$ cat config.mk
export PLATFORM = sky130hd
export DESIGN_NAME = lz77td_front
export DESIGN_NICKNAME = d
export VERILOG_FILES = /design/src/lz77td_pkg.sv /design/src/lz77td_front.sv
export SDC_FILE = /design/constraint.sdc
export NUM_CORES = 1
export LEC_CHECK = 0
export BUFFER_PORTS_ARGS = -buffer_cell sky130_fd_sc_hd__buf_2
export CORE_ASPECT_RATIO = 0.75
export CORE_MARGIN = 2
export CORE_UTILIZATION = 55
export DETAILED_ROUTE_END_ITERATION = 6
export HOLD_SLACK_MARGIN = 0.06
export PLACE_DENSITY = 0.92
export SLEW_MARGIN = 5
export SYNTH_ARGS = -nofsm -noshare
export SYNTH_HDL_FRONTEND = slang
export SYNTH_SLANG_ARGS = --single-unit
$ cat constraint.sdc
create_clock -name clk_i -period 6.4 [get_ports clk_i]
set_clock_uncertainty 0.2 [all_clocks]
set_input_delay 0.64 -clock clk_i [delete_from_list [all_inputs] [get_ports clk_i]]
set_output_delay 0.64 -clock clk_i [all_outputs]
set_load 0.005 [all_outputs]
$ cat src/lz77td_pkg.sv
// ----------------------------------------------------------------------------
// lz77td_pkg
// shared types and constants of the lz77 token decompressor
// ----------------------------------------------------------------------------
package lz77td_pkg;

  // default sizes
  localparam int unsigned WINDOW_SIZE_DEF = 4096;
  localparam int unsigned MAX_MATCH_DEF   = 15;

  // fixed field widths
  localparam int unsigned DIST_W = 13;
  localparam int unsigned LEN_W  = 4;
  localparam int unsigned BYTE_W = 8;
  localparam int unsigned SIZE_W = 32;

  // input word: one lz77 triple
  typedef struct packed {
    logic [DIST_W-1:0] distance;
    logic [LEN_W-1:0]  match_length;
    logic [BYTE_W-1:0] literal;
  } token_t;

  // output word: one restored byte
  typedef struct packed {
    logic [BYTE_W-1:0] data_byte;
    logic              last_of_token;
    logic              malformed;
    logic              finished;
  } result_t;

  // classified token handed from front to back
  typedef struct packed {
    logic [DIST_W-1:0] distance;
    logic [LEN_W-1:0]  length;
    logic              len_zero;
    logic              dist_bad;
    logic [BYTE_W-1:0] literal;
  } cmd_t;

endpackage

$ cat src/lz77td_front.sv
// ----------------------------------------------------------------------------
// lz77td_front
// accepts tokens, classifies them and queues them for the back end
// ----------------------------------------------------------------------------
module lz77td_front #(
  parameter int unsigned WINDOW_SIZE = lz77td_pkg::WINDOW_SIZE_DEF,
  parameter int unsigned MAX_MATCH   = lz77td_pkg::MAX_MATCH_DEF
) (
  input  logic                clk_i,
  input  logic                rst_ni,
  input  logic                in_valid_i,
  output logic                in_ready_o,
  input  lz77td_pkg::token_t  in_data_i,
  output logic                cmd_valid_o,
  input  logic                cmd_ready_i,
  output lz77td_pkg::cmd_t    cmd_o
);

  localparam int unsigned DEPTH = 2;

  lz77td_pkg::cmd_t entry_q [DEPTH];
  logic             wr_ptr_q, wr_ptr_d;
  logic             rd_ptr_q, rd_ptr_d;
  logic [1:0]       cnt_q, cnt_d;
  lz77td_pkg::cmd_t cls;
  logic             push, pop;

  // classify: saturate length, flag distances that can never be valid
  always_comb begin
    cls.distance = in_data_i.distance;
    cls.literal  = in_data_i.literal;
    if (32'(in_data_i.match_length) > MAX_MATCH) begin
      cls.length = lz77td_pkg::LEN_W'(MAX_MATCH);
    end else begin
      cls.length = in_data_i.match_length;
    end
    cls.len_zero = (cls.length == '0);
    cls.dist_bad = (in_data_i.distance == '0) ||
                   (32'(in_data_i.distance) > WINDOW_SIZE);
  end

  // two-word queue
  assign in_ready_o  = (cnt_q != 2'(DEPTH));
  assign cmd_valid_o = (cnt_q != 2'd0);
  assign cmd_o       = entry_q[rd_ptr_q];
  assign push        = in_valid_i && in_ready_o;
  assign pop         = cmd_valid_o && cmd_ready_i;

  always_comb begin
    wr_ptr_d = push ? ~wr_ptr_q : wr_ptr_q;
    rd_ptr_d = pop ? ~rd_ptr_q : rd_ptr_q;
    cnt_d    = cnt_q + 2'(push) - 2'(pop);
  end

  always_ff @(posedge clk_i or negedge rst_ni) begin
    if (!rst_ni) begin
      wr_ptr_q <= 1'b0;
      rd_ptr_q <= 1'b0;
      cnt_q    <= 2'd0;
    end else begin
      wr_ptr_q <= wr_ptr_d;
      rd_ptr_q <= rd_ptr_d;
      cnt_q    <= cnt_d;
    end
  end

  always_ff @(posedge clk_i) begin
    if (push) begin
      entry_q[wr_ptr_q] <= cls;
    end
  end

endmodule

Yosys cells after proc, flatten, opt, wreduce, memory -nomap -nowiden

Memories as Yosys holds them, arrays and structs flattened.
Index checks and enable logic that the tools add are counted.
W data, S select, Z words.

Flip-flop bits (word level): 4
RAM bits: 54
Input bits: 29
Output and inout port bits: 29
Word-level logic and storage cells: 18
Memories: 1

Memory list:

| memory  | words | bits a word | rd ports | clocked after Yosys merged registers in | write ports | line               | RTL |
|---|---|---|---|---|---|---|---|
| entry_q | 2     | 27          | 1        | 0                                       | 1           | lz77td_front.sv:21 | `lz77td_pkg::cmd_t entry_q [DEPTH];` |

Add/subtract/negate cells: 2
Magnitude comparators: 1
Equal/unequal tests: 1
Multiplexer cells: 2
Bitwise gates (word level): 2
Reduce and logical (&&, ||, !) cells: 6

Operator list:

| operator               | number |
|---|---|
| $gt A13 B13 Y1 const B | 1 |
| $logic_not A13 Y1      | 1 |
| $logic_not A4 Y1       | 1 |
| $add A2 B1 Y2          | 1 |
| $logic_and A1 B1 Y1    | 2 |
| $mux W1                | 2 |
| $ne A2 B2 Y1 const B   | 1 |
| $not A1 Y1             | 2 |
| $reduce_bool A2 Y1     | 1 |
| $sub A2 B1 Y2          | 1 |
| $logic_or A1 B1 Y1     | 1 |

Depth between registers and ports, before layout

Gate-level depths: netlist (run 1).

Word-level depth: 4
Depth in mapped cells: 5
Depth with buffers taken out: 5

Worst setup path after synthesis (run 1)

Ideal clock, no wire load.

Path kind: input port to flip-flop
Start: in in_valid_i
End: mem entry_q[0][0] in the netlist's numbering (enable)
Setup time: 0.411 ns
Arrival: 1.861 ns
Required time: 5.789 ns
Slack: 3.928 ns
Stages on the path: 2
Buffers on the path: 0
Path through: nand2_1 -> nor2_1

Longest elaborated chain between the ends: 3

Ends and longest elaborated chain:

| item                          | line               | RTL |
|---|---|---|
| start: declaration            | lz77td_front.sv:11 | `input logic in_valid_i,` |
| $logic_and A1 B1 Y1           | lz77td_front.sv:46 | `assign push = in_valid_i && in_ready_o;` |
| $mux W1                       | lz77td_front.sv:68 | `if (push) begin` |
| $mux W1 (implied by the code) | lz77td_front.sv:69 | `entry_q[wr_ptr_q] <= cls;` |
| end: declaration              | lz77td_front.sv:21 |  |

No other way between the ends.

==> results by group, run 1 <==
Synth
  • Register bit count reported by yosys: 58
  • Most frequent cells after synthesis: edfxtp_1 (54), mux2_2 (27), dfrtp_1 (4), nor4_1 (4), xnor2_1 (4)
  • Ys async rst share: 0.0690
  • Top cell type's share of synthesized area: 0.733
  • Number of synthesized flops with an enable pin: 54
  • Mapped Area: between 0.002 and 0.0025 mm2
  • Most area-consuming cells after synthesis: edfxtp_1 (73%), mux2_2 (14%), dfrtp_1 (4.5%), xnor2_1 (1.6%), nor4_1 (1.1%)
  • Mapped Cells: 112
  • Yosys Warn Count: 0
  • Register area share after synthesis: 0.779
  • Largest area contributor in the netlist: edfxtp_1
  • Yosys cell types: 19
  • Most frequent cell after synthesis: edfxtp_1
  • Synth Flop Type: edfxtp_1
  • Mean Syn Cell Area: between 15 and 20 um2
  • Syn nets: 142

GRT
  • Initial antenna violation count: 0
  • Total track usage: 0.185
  • Largest net degree at the start of global routing: 29
  • Total congestion overflow: 0
  • Vias in the first global route: 1,250
  • First-pass GRT wire length: approximately 6 mm

STA
  • Setup WS post-layout: 3.57 ns
  • Slew HR: 0.170
  • Setup Total Neg Slack: 0 ns
  • Max Fclk: 353 MHz
  • Minimum clock period after layout: 2.83 ns
  • Setup violators final: 0
  • Unrepaired setup endpoints after global routing: false
  • Fin. max-slew vios: 0
  • Final cycle utilization of the critical path: 0.442
  • Slew at the pin closest to its max-slew limit: 1.25 ns
  • Hold Fails Final Rpt: 0

Die
  • Boundary pin count: 58
  • Die area: 0.00455 mm2
  • Die height: between 50 and 60 um
  • Initial core utilization: 0.589
  • Placeable Area: 0.00376 mm2
  • Num rows: 19
  • Chip Width: 77.2 um

Power
  • Cell internal pwr: 0.905 mW
  • Maximum vdd ir drop: 0.272 mV
  • Switching Share: 0.267
  • Switch Pwr: roughly 0.33 mW
  • Seq pwr share: 0.474
  • PwrDens: 447 mW/mm2
  • Clock power share: 0.284
  • Combinational Power Share: 0.242
  • LEAKAGE: 1.05 nW

Final layout
  • Layout cells sized above 1: 0.549
  • Layout net count: roughly 210
  • Util after Layout: 0.736
  • Area growth syn-to-layout: 25.0%
  • Fin cells: 236
  • N_diodes: 0

Clock tree
  • Maximum clock insertion buffer count: 2
  • CTS tree: done
  • Cts repair resizes: 0
  • CTS Root Buffer Type: clkbuf_8
  • Worst-path clk slew: 0.06 ns
  • Clock tree sinks: 58
  • Num CTS Buffers: 9
  • CTS H-tree lvls: 3
  • Post-CTS setup repair buffer count: 0
  • Worst skew pair latency: 0.32 ns

Placed design
  • Buffers on Ports: 57
  • Pre-CTS setup slack: 3.90 ns
  • DPL Wire Length: 2.52 mm
  • Dpl cells: 219
  • Placer Congestion: 0.654

Outcome
  • Status: complete, no violations

Worst setup path
  • WS Path Type: register to output port
  • R2r setup slk: 4.16 ns
  • Arrival @ worst endpoint: 1.99 ns
  • Worst Reg-to-Reg Cells: 2
  • Setup crit start kind: register
  • Crit path depth: 2
  • Worst Setup SP: rd_ptr_q$_DFFE_PN0P_
  • CP max-delay cell: dfrtp_1
  • Critical Path Fanout Max: 28
  • Critical path endpoint category: output port
  • R2R Path Start: cnt_q[0]$_DFF_PN0_
  • Buf/Inv on CP: 1
  • Req. time, crit path: 5.56 ns
  • Cells along the critical path: mux2_2 -> buf_2
  • Reg-to-Reg End: entry_q[1][24]$_DFFE_PP_
  • Crit-path leading delay family: flip-flops
  • CP Capture Point: cmd_o[21]
  • Slowest stage delay, CP: 1.09 ns

Routing
  • Total iterations of the first detailed-routing run: 4
  • Detailed-route via count: ~1,200
  • Wire per inst: 16.1 um
  • DRC: 0
  • Number of antenna-violating nets in the routed design: 0
  • Total Wirelength: approximately 3.8 mm
  • Detailed router's first-iteration violation count: 68
  • Vias per inst: 5.19

Worst hold path
  • Hold WC Path Type: primary input to register

Job
  • Max-cap viol count: 0
-- power groups by stage --
stage / Clock, mW / Combinational (mW) / Sequential, mW
2_1_floorplan: 0 / 0.218 / 0.550
6_report: 0.351 / 0.299 / 0.585
5_1_grt: 0.377 / 0.324 / 0.598
4_1_cts: 0.359 / 0.304 / 0.587
3_5_place_dp: 0 / 0.301 / 0.595
3_3_place_gp: 0 / 0.289 / 0.585
-- placed cells by master, fill, tap and decap left out, types with 2 or more instances in the layout --
master	n
nor4_1	4
dfrtp_1	4
xnor2_1	4
clkinv_2	2
bufinv_16	2
buf_2	57
nor2_1	2
clkbuf_8	9
mux2_2	27
edfxtp_1	54
nand3_1	2
nand2_1	2
-- what timing repair did --
action,CTS,global route
hold buffers,1,0
endpoints found under the hold margin,4,0
setup endpoints to repair,0,0
-- cell families after synthesis --
logic type / after synthesis / synth area share
fa+ha+maj: 1 / 0.00566
xor+xnor: 4 / 0.0158
mux: 27 / 0.138
compound gates: 4 / 0.0141
flops: 58 / 0.779
simple gates: 15 / 0.0357
buf+inv: 3 / 0.0124
-- state kept, by name (all words and copies together) (netlist names) --
| signal | flops |
|---|---|
| wr_ptr_q | 1 |
| entry_q | 54 |
| rd_ptr_q | 1 |
| cnt_q | 2 |
-- per-stage QoR --
step / power [mW] / instance area, um2 / hold slack (ns)
CTS: 1.25 / 2760 / 0.288
global placement: 0.874 / 2540 / 0.246
floorplan: 0.768 / 2210 / 0.144
finish: 1.23 / 2760 / 0.309
global route: 1.30 / 2760 / 0.283
detailed placement: 0.896 / 2540 / 0.250
-- per-layer routing --
metal | wire (um) | share of wire | track usage
met5 | 0 | 0 | 0
met4 | 58 | 0.015 | 0.0842
met3 | 268 | 0.071 | 0.0859
met2 | 1960 | 0.52 | 0.313
met1 | 1510 | 0.40 | 0.204
-- layout make-up --
class                   instances  area [um2]
fillers                       251         993
multi-input cells              51         464
repair buffers                 59         303
clock buffers                  10         128
well taps                      52        65.1
flip-flops and latches         58        1720
clock inverters                 6        81.3
-- how the worst min path moves through the flow --
stage,start,to,slack (ns),cells after the start
2_1_floorplan,rst_ni,cnt_q[0]$_DFF_PN0_,0.14,0
3_3_place_gp,rst_ni,cnt_q[0]$_DFF_PN0_,0.25,1
3_5_place_dp,rst_ni,cnt_q[1]$_DFF_PN0_,0.25,1
4_1_cts,in_data_i[5],entry_q[0][5]$_DFFE_PP_,0.29,1
5_1_grt,in_data_i[4],entry_q[1][4]$_DFFE_PP_,0.28,1
6_report,in_data_i[5],entry_q[0][5]$_DFFE_PP_,0.31,1
No activity file was read; power rests on OpenSTA's default activity.
==> run 2, diff against run 1 <==
--- a/config.mk
+++ b/config.mk
@@ -8,10 +8,10 @@
 export BUFFER_PORTS_ARGS = -buffer_cell sky130_fd_sc_hd__buf_2
 export CORE_ASPECT_RATIO = 0.75
 export CORE_MARGIN = 2
-export CORE_UTILIZATION = 55
+export CORE_UTILIZATION = 46
 export DETAILED_ROUTE_END_ITERATION = 6
 export HOLD_SLACK_MARGIN = 0.06
-export PLACE_DENSITY = 0.92
+export PLACE_DENSITY = 0.83
 export SLEW_MARGIN = 5
 export SYNTH_ARGS = -nofsm -noshare
 export SYNTH_HDL_FRONTEND = slang
==> constraint.sdc (replaced) <==
create_clock -name clk_i -period 2.6 [get_ports clk_i]
set_clock_uncertainty 0.2 [all_clocks]
set_input_delay 0.26 -clock clk_i [delete_from_list [all_inputs] [get_ports clk_i]]
set_output_delay 0.26 -clock clk_i [all_outputs]
set_load 0.005 [all_outputs]
==> run 2 against run 1 <==
Non-clock buffer count up 29. Via count up 12%. Clock power up 150%. Sequential cell count unchanged. Largest cell class unchanged. Largest power group unchanged.
==> results by group, run 2 (same netlist as run 1, synthesis figures left out) <==
Outcome
  • Status: complete, no violations

Routing
  • Total iterations of the first detailed-routing run: 4
  • Number of antenna-violating nets in the routed design: 0
  • Wire per inst: around 16 um
  • Detailed-route via count: ~1,400
  • Detailed router's first-iteration violation count: between 70 and 80
  • Vias per inst: 5.06
  • DRC: 0
  • Total Wirelength: 4.41 mm

Placed design
  • DPL Wire Length: 2.57 mm
  • Placer Congestion: 0.703
  • Pre-CTS setup slack: roughly 0.83 ns
  • Buffers on Ports: 57
  • Dpl cells: 226

GRT
  • Largest net degree at the start of global routing: 28
  • Initial antenna violation count: 0
  • Vias in the first global route: 1,432
  • First-pass GRT wire length: 6.76 mm
  • Total track usage: 0.176
  • Total congestion overflow: 0

Final layout
  • Layout cells sized above 1: 0.479
  • Most frequent cells in the layout: buf_2 (57), edfxtp_1 (54), dlygate4sd3_1 (28)
  • Layout net count: 238
  • Max FFs per register: 54
  • Largest regs: entry_q: 54 flops, cnt_q: 2 flops
  • N_diodes: 0
  • Fin cells: 270
  • Util after Layout: 0.674
  • Top reg by flops: entry_q
  • Area growth syn-to-layout: 38.7%
  • Most common cell after layout, fill and taps aside: buf_2

Clock tree
  • Post-CTS setup repair buffer count: 0
  • Num CTS Buffers: 9
  • CTS tree: done
  • CTS H-tree lvls: 3
  • Clock tree sinks: 58
  • Worst skew pair latency: ~0.33 ns
  • Cts repair resizes: 0
  • CTS Root Buffer Type: clkbuf_8
  • Maximum clock insertion buffer count: 2
  • Worst-path clk slew: 0.07 ns
  • Hold-fix buffers, CTS: 28

Worst setup path
  • WS Path Type: register to output port
  • CP max-delay cell: dfrtp_1
  • Critical Path Fanout Max: 19
  • Crit-path leading delay family: flip-flops
  • Crit path depth: 3
  • Req. time, crit path: 2.14 ns
  • Buf/Inv on CP: 2
  • Slowest stage delay, CP: 0.62 ns
  • R2r setup slk: 0.88 ns
  • Arrival @ worst endpoint: 1.67 ns
  • CP Capture Point: cmd_o[10]
  • Reg-to-Reg End: entry_q[0][20]$_DFFE_PP_
  • Worst Reg-to-Reg Cells: 4
  • R2R Path Start: cnt_q[0]$_DFF_PN0_
  • Cells along the critical path: buf_12 -> mux2_2 -> buf_2
  • Worst Setup SP: rd_ptr_q$_DFFE_PN0P_
  • Critical path endpoint category: output port
  • Setup crit start kind: register

Die
  • Boundary pin count: slightly below 60
  • Num rows: 21
  • Chip Width: 84.1 um
  • Die area: 0.00538 mm2
  • Initial core utilization: 0.486
  • Die height: approximately 64 um
  • Placeable Area: 0.00455 mm2

STA
  • Max Fclk: 470 MHz
  • Minimum clock period after layout: 2.13 ns
  • Hold Worst Slack: 0.0922 ns
  • Unrepaired setup endpoints after global routing: false
  • Setup WS post-layout: 0.472 ns
  • Setup Total Neg Slack: 0 ns
  • Setup violators final: 0
  • Final cycle utilization of the critical path: 0.818
  • Hold Fails Final Rpt: 0
  • Slew at the pin closest to its max-slew limit: 0.452 ns
  • Fin. max-slew vios: 0
  • Slew HR: 0.699

Worst hold path
  • Hold WC Path Type: primary input to register
  • HP Start: in_valid_i

Power
  • Maximum vdd ir drop: 0.523 mV
  • LEAKAGE: 1.17 nW
  • PwrDens: 1020 mW/mm2

Job
  • Max-cap viol count: 0
## run 2: cell types whose count changed in the layout (fill, tap and decap cells not counted), sizes merged
cell	before	now
buf	58	60
clkbuf	10	9
clkinv	3	4
dlygate4sd3	1	28
## run 2: metal layers
metal | up-vias | global-route usage | share of wire
li1 | 631 | - | -
met1 | 672 | 0.199 | 0.40
met2 | 54 | 0.289 | 0.52
met3 | 10 | 0.0543 | 0.049
met4 | 0 | 0.117 | 0.027
met5 | - | 0 | 0
## run 2: layout make-up
cell class              instances  area, um2
multi-input cells              51        464
well taps                      57       71.3
fillers                       294       1480
clock buffers                   9        124
repair buffers                 88        601
flip-flops and latches         58       1720
clock inverters                 7       83.8
## run 2: worst min-delay path by stage
stage,depth (start not counted),slack [ns],end
6_report,3,0.09,wr_ptr_q$_DFFE_PN0P_
5_1_grt,3,0.10,wr_ptr_q$_DFFE_PN0P_
3_5_place_dp,1,-0.13,cnt_q[0]$_DFF_PN0_
2_1_floorplan,0,-0.24,cnt_q[0]$_DFF_PN0_
3_3_place_gp,1,-0.13,cnt_q[1]$_DFF_PN0_
4_1_cts,3,0.07,wr_ptr_q$_DFFE_PN0P_
## run 2: stage by stage
step / area, um2 / power, mW
finish: 3070 / 3.13
global placement: 2580 / 2.20
floorplan: 2210 / 1.89
CTS: 3070 / 3.15
global route: 3070 / 3.28
detailed placement: 2580 / 2.24
## run 2: worst min-delay path, delay by kind of cell
kind	cells	cell delay (ns)
and+or+nand+nor	1	0.12
buffers and inverters	1	0.14
xor gates and xnor gates	1	0.07
## run 2: report_power, final
part           switching, mW  internal, mW  leakage [nW]
logic                  0.395         0.470         0.521
clock network          0.342         0.527         0.102
registers              0.110          1.28         0.550
total                  0.848          2.28          1.17
